[src/ffha_pkg.sv]
package ffha_pkg;

    // Sizes of the allocator and of its free table.
    localparam int PAGE_BYTES      = 4096;
    localparam int PAGE_BITS       = $clog2(PAGE_BYTES);
    localparam int TABLE_DEPTH     = 64;
    localparam int IDX_BITS        = $clog2(TABLE_DEPTH);
    localparam int CNT_BITS        = IDX_BITS + 1;
    localparam int ADDR_BITS       = 32;
    localparam int WORD_BYTES      = 8;
    localparam int HEADER_BYTES    = 8;
    localparam int MIN_BLOCK_BYTES = 24;

    // Widths of the request fields and of the values derived from them.
    localparam int REQ_BITS   = 24;
    localparam int NEED_BITS  = REQ_BITS + 1;
    localparam int RSIZE_BITS = 26;
    localparam int BYTES_BITS = 13;
    localparam int ORDER_BITS = 4;

    // Result codes.
    typedef enum logic [3:0] {
        ST_FROM_LIST    = 4'd0,
        ST_NEW_PAGE     = 4'd1,
        ST_WHOLE_PAGES  = 4'd2,
        ST_FREED        = 4'd3,
        ST_PAGE_RELEASE = 4'd4,
        ST_WHOLE_FREED  = 4'd5,
        ST_NULL_IGNORED = 4'd6,
        ST_DOUBLE_FREE  = 4'd7,
        ST_TABLE_FULL   = 4'd8,
        ST_OUT_OF_MEM   = 4'd9
    } status_t;

    // Sequencer states.
    typedef enum logic [2:0] {
        FS_IDLE,
        FS_DECODE,
        FS_SCAN,
        FS_SHIFT,
        FS_PUSH,
        FS_FINISH
    } fsm_t;

    // One free block: header address and total size.
    typedef struct packed {
        logic [ADDR_BITS-1:0] addr;
        logic [ADDR_BITS-1:0] size;
    } tbl_entry_t;

    // Access to the free table, indexes relative to the head.
    typedef struct packed {
        logic                rd_en;
        logic [IDX_BITS-1:0] rd_idx;
        logic                wr_en;
        logic [IDX_BITS-1:0] wr_idx;
        logic                push;
        tbl_entry_t          wr_data;
    } tbl_cmd_t;

    // Smallest page order whose span covers the size, saturating at 15.
    function automatic logic [ORDER_BITS-1:0] order_of(input logic [RSIZE_BITS-1:0] size);
        logic [ORDER_BITS-1:0] r;
        logic [RSIZE_BITS+1:0] lim;
        r = {ORDER_BITS{1'b1}};
        for (int o = 15; o >= 0; o--)
        begin
            lim = (RSIZE_BITS + 2)'(PAGE_BYTES) << o;
            if (lim >= {2'b00, size})
            begin
                r = ORDER_BITS'(o);
            end
        end
        return r;
    endfunction

endpackage

[src/ffha_table.sv]
module ffha_table
    import ffha_pkg::*;
(
    input  logic       clk,
    input  logic       rst_n,
    input  tbl_cmd_t   cmd,
    output tbl_entry_t rd_data
);

    tbl_entry_t          mem [TABLE_DEPTH];
    tbl_entry_t          rd_data_reg;
    logic [IDX_BITS-1:0] head_reg;
    logic [IDX_BITS-1:0] head_next;
    logic [IDX_BITS-1:0] rd_phys;
    logic [IDX_BITS-1:0] wr_phys;

    // Logical indexes count from the head; a push writes just before it.
    assign rd_phys   = head_reg + cmd.rd_idx;
    assign wr_phys   = head_reg + cmd.wr_idx;
    assign head_next = cmd.push ? head_reg - IDX_BITS'(1) : head_reg;

    // Head pointer of the circular table.
    always_ff @(posedge clk or negedge rst_n)
    begin
        if (!rst_n)
        begin
            head_reg <= '0;
        end
        else
        begin
            head_reg <= head_next;
        end
    end

    // Storage with one write and one registered read per cycle.
    always_ff @(posedge clk)
    begin
        if (cmd.wr_en)
        begin
            mem[wr_phys] <= cmd.wr_data;
        end
        if (cmd.rd_en)
        begin
            rd_data_reg <= mem[rd_phys];
        end
    end

    assign rd_data = rd_data_reg;

endmodule

[config.mk]
export PLATFORM = sky130hd
export DESIGN_NAME = ffha_table
export DESIGN_NICKNAME = d
export VERILOG_FILES = /design/src/ffha_pkg.sv /design/src/ffha_table.sv
export SDC_FILE = /design/constraint.sdc
export NUM_CORES = 2
export LEC_CHECK = 0
export BUFFER_PORTS_ARGS = -buffer_cell sky130_fd_sc_hd__clkbuf_2
export CAP_MARGIN = 15
export CORE_UTILIZATION = 50
export CTS_BUF_LIST = sky130_fd_sc_hd__clkbuf_4
export DETAILED_ROUTE_END_ITERATION = 16
export PLACE_DENSITY = 0.71
export SLEW_MARGIN = 40
export SYNTH_ARGS = -nofsm -noshare
export SYNTH_HDL_FRONTEND = slang
export SYNTH_SLANG_ARGS = --single-unit
[constraint.sdc]
create_clock -name clk -period 6.67 [get_ports clk]
set_input_delay 0.667 -clock clk [delete_from_list [all_inputs] [get_ports clk]]
set_output_delay 0.667 -clock clk [all_outputs]
set_load 0.03 [all_outputs]
Word-level counts from Yosys, hierarchy flattened
Memory sizes are Yosys's and may differ from the RTL's. A register that Yosys moved wholly into a read port is not among the register bits.
Cells that the tools add are included.
{"block": "op_classes", "n_mux": 2, "order_cmp": 0, "mul": 0, "n_shift": 0, "reduce_logical": 0, "eq_ne": 0, "n_bitwise": 0, "add_sub_neg": 3, "div_mod_pow": 0}
{"cell": "adder 6 bit", "n": 2}
{"cell": "subtractor 6 x 1 -> 6 bit, second input constant", "n": 1}
{"cell": "2-to-1 mux 1 bit", "n": 2}
{"block": "word_totals", "reg_bits": 6, "output_inout_bits": 64, "romBits": 0, "mem_bits_rw": 4096, "memories": 1, "wordCells": 7, "latch_bits": 0}
{"memory": "mem", "depth": 64, "width": 64, "read_ports": 1, "rd_ports_with_merged_regs": 1, "write_ports": 1, "line": "ffha_table.sv:10", "text": "tbl_entry_t mem [TABLE_DEPTH];"}

Logic depth before layout (Yosys ltp)
{"block": "logic_depth", "ltp_word": 2, "mapped_depth": 13, "mapped_depth_nobuf": 10}

Worst setup path after synthesis
No wires, ideal clock.
{"block": "synth_timing", "path_kind": "in2reg", "startpoint": "input cmd[66] (netlist bit)", "endpoint": "memory mem[43][0] (netlist bit) (enable)", "slack_ns": 1.317, "path_stages": 8, "setup_time_ns": 0.487, "required_time_ns": 6.183, "path_buffers": 0, "t_arrival_ns": 4.867, "path_cell_list": "ha_1 > a21o_1 > a21oi_1 > o21bai_1 > a21oi_1 > xor2_1 > nand2_1 > nor2_1"}
{"block": "synth_via", "elab_chain_cells": 1}
{"item": "start: declaration", "line": "ffha_table.sv:6", "text": "input tbl_cmd_t cmd,"}
{"item": "adder 6 bit", "line": "ffha_table.sv:19", "text": "assign wr_phys = head_reg + cmd.wr_idx;"}
{"item": "end: declaration", "line": "ffha_table.sv:10"}
No other way between the ends.

Final worst setup path
{"block": "layout_timing", "startpoint": "register head_reg[1]", "endpoint": "memory mem[49][29] (netlist bit) (enable)"}
{"block": "layout_via", "elab_chain_cells": 1}
{"item": "start: declaration", "line": "ffha_table.sv:12", "text": "logic [IDX_BITS-1:0] head_reg;"}
{"item": "start signal: assignment", "line": "ffha_table.sv:31", "text": "head_reg <= head_next;"}
{"item": "adder 6 bit", "line": "ffha_table.sv:19"}
No other way between the ends.

==> flow_metrics.py <==
metrics = {
    "final_layout": {
        "final_nets": 8511,
        "drive_above_1_share_pct": 34.3,
        "syn2layout_area_growth_pct": 13.5,
        "layout_commonest_cell": "edfxtp_1",
        "final_cell_mix": "edfxtp_1, clkbuf_4, mux4_2",
        "fin_util_pct": 57.3,
        "largest_reg_flops": 4096,
        "fillCellCount": 22700,
    },
    "sta": {
        "timing.final.crit_share_pct": 67.2,
        "hold_violations": 0,
        "rsz0062_at_grt": "no",
        "tns_ns": 0,
        "fmax_mhz": 223,
        "clock_skew_ns": 0.107,
        "final-setup-viol-count": 0,
        "relSlewSlack_pct": 37.7,
        "tightest_slew_ns": 0.935,
        "fin_crit_ns": 4.48,
        "maxSlewViolCount": 0,
    },
    "setup_path": {
        "arrival_ns": 5.52,
        "end_kind": "register",
        "crit_slowest_cell": "buf_4",
        "cpPeakStageDelay_ns": 0.64,
        "cp_max_fo": 25,
        "cp_num_buf_inv": 2,
        "crit_required_ns": 7.70,
        "crit_type": "reg -> reg",
        "crit_family": "buffers and inverters",
        "crit_chain": "ha_1 > a21o_1 > a21oi_1 > o21bai_1 > a21oi_1 > xor2_1 > nand2_1 > nor2_4 > buf_4 > buf_4",
        "start_kind": "register",
    },
    "clock_tree": {
        "clk_pin_slew_ns": 0.06,
        "cts_buffer_depth": 4,
        "cts_buffers": 1034,
        "holdBufCountCts": 69,
        "numClockSinks": 4166,
        "cts_resized": 0,
        "cts_tree": "done",
        "h-tree-depth": 7,
        "cts_root_buffer": "clkbuf_4",
        "cts_setup_buffers": 0,
        "clk_latency_ns": 1.47,
    },
    "logic_synthesis": {
        "ys_types": 43,
        "syn_nets": 7401,
        "synth_top_family_by_area": "multiplexers",
        "synth-simple-area-share_pct": 3.12,
        "synth-xor-area-share_pct": 0.115,
        "synth_warnings": 0,
        "synth_top_flop_cell": "edfxtp_1",
        "synth_fa_ha_area_share_pct": 0.112,
        "yosysSeqAreaShare_pct": 78.5,
        "synth_compound_area_share_pct": 1.56,
        "async_reset_ff_share_pct": 0.144,
        "post_synth.cell_area_avg_sq_um": 21.8,
        "netlist_instances": 7307,
        "synth-seq-cells": 4166,
        "synth_edf_count": 4160,
        "syn_area_sq_um": 159000,
        "synthMuxAreaShare_pct": 15.4,
    },
    "global_routing": {
        "grt.overflow.total": 0,
        "met1_usage_pct": 36.2,
        "grtUsageMet3_pct": 6.53,
        "gr-max-usage-layer": "met2",
        "grt_pass1_vias": 85900,
        "grt_max_degree": 110,
        "gr-usage-met2_pct": 41.0,
        "antenna_found_initial": 28,
        "grt_usage_pct": 26.5,
        "grt_pass1_wl_um": 606000,
    },
    "status": {
        "status": "finished, final reports clean",
    },
    "route": {
        "via_count": 84500,
        "wl_per_cell_um": 32.2,
        "first_pass_iters": 6,
        "vias_per_cell": 6.38,
        "drt-initial-drc-count": 11200,
        "routed_wl_um": 426000,
        "final_antenna_net_count": 0,
        "drc": 0,
    },
    "power_and_ir_drop": {
        "clockPowerShare_pct": 25.2,
        "switchingPower_w": 0.0289,
        "ir_worst_vdd_mv": 0.738,
        "p_leak_nw": 57.9,
        "p_int_w": 0.0542,
        "swShare_pct": 34.8,
        "power_density_nw_per_um2": 459,
        "seq_power_share_pct": 38.2,
        "power_frac_comb_pct": 36.6,
    },
    "place": {
        "port_buffers": 144,
        "place_congestion": 0.812,
        "hpwlAfterDp_um": 226000,
    },
    "floorplan": {
        "start_util_pct": 50.4,
        "ios": 145,
        "dieArea_sq_um": 321000,
        "die_w_um": 566,
        "rows": 206,
        "coreArea_sq_um": 316000,
        "die_y_um": 566,
    },
    "flow_run": {
        "drv_cap": 0,
    },
    "worst_hold_path": {
        "hp-class": "in -> reg",
    },
}
-- final cells by class --
class | instances | area [sq um] | area share [%]
repair buffers | 493 | 4860 | 2.69
flip-flops and latches | 4166 | 125000 | 69.2
clock inverters | 248 | 1940 | 1.07
multi-input cells | 2717 | 32900 | 18.2
clock buffers | 1429 | 10700 | 5.93
well taps | 4160 | 5200 | 2.88
inverters | 5 | 18.8 | 0.0104
diodes | 14 | 35.0 | 0.0194
-- through the flow --
stage,instances,total power [W],setup WS (ns),area [sq um],hold slack [ns]
CTS,13200,0.0833,2.32,181000,0.0897
finish,13200,0.0831,2.19,181000,0.234
global route,13200,0.0862,2.06,181000,0.156
global placement,11500,0.0619,1.95,167000,0.500
detailed placement,11500,0.0624,1.96,167000,0.504
floorplan,7307,0.0519,1.32,159000,0.371
-- power by group through the flow --
stage / clock network (W) / logic [W] / registers, W
2_1_floorplan: 0 / 0.0195 / 0.0324
3_3_place_gp: 0 / 0.0296 / 0.0322
3_5_place_dp: 0 / 0.0301 / 0.0323
4_1_cts: 0.0213 / 0.0303 / 0.0318
5_1_grt: 0.0226 / 0.0318 / 0.0318
6_report: 0.0209 / 0.0304 / 0.0318
-- tightest hold or removal path, delay by kind of cell --
| kind | cells | cell delay (ns) |
|---|---|---|
| buffers and inverters | 2 | 0.88 |
| XOR/XNOR | 1 | 0.08 |
-- layer usage --
layer / share of wire [%] / routed length (um)
met1: 36 / 155000
met2: 47 / 201000
met3: 12 / 51500
met4: 4.2 / 17900
met5: 0.013 / 55
-- cells in the mapped netlist, types with 2 or more instances --
cell	count	area (sq um)
a21oi_1	66	330
o2111a_1	33	372
o221ai_1	2	17.5
nand2_1	360	1350
nor2_1	427	1600
buf_2	170	851
fa_1	2	40.0
xnor2_1	12	105
nand3_1	192	961
a31oi_1	99	619
clkbuf_1	219	822
o21ai_0	98	490
a32oi_1	66	578
buf_4	2	15.0
or2_1	2	12.5
dfrtp_1	6	150
nor3_1	35	175
ha_1	11	138
edfxtp_1	4160	125000
inv_1	5	18.8
buf_6	12	135
mux2i_1	101	1010
mux4_2	1024	23100
nor2b_1	2	12.5
mux2_2	34	383
nor4_1	31	194
xor2_1	7	61.3
buf_1	16	60.1
and3_1	67	419
nand4_1	33	206
-- worst paths after layout --
path	startpoint	to	slack, ns	cells past startpoint
max in group asynchronous	rst_n	head_reg[3]$_DFFE_PN0P_	6.13	3
min reg2reg	head_reg[4]$_DFFE_PN0P_	head_reg[4]$_DFFE_PN0P_	0.63	1
min in group asynchronous	rst_n	head_reg[4]$_DFFE_PN0P_	0.30	3
max reg2reg	head_reg[1]$_DFFE_PN0P_	mem[49][29]$_DFFE_PP_	2.19	10
min	cmd[64]	head_reg[0]$_DFFE_PN0P_	0.23	3
max	head_reg[1]$_DFFE_PN0P_	mem[49][29]$_DFFE_PP_	2.19	10
-- cells by family (layout without fill, tap and decap cells) --
kind of cell | count (synthesis) | in the layout
AO/OA/AOI/OAI | 372 | 372
XOR/XNOR | 20 | 20
buffers and inverters | 424 | 2175
multiplexers | 1159 | 1159
other | 0 | 14
flip-flops | 4166 | 4166
AND/OR/NAND/NOR | 1153 | 1153
adder cells (fa/ha/maj) | 13 | 13
Power figures use the tool's default switching activity.
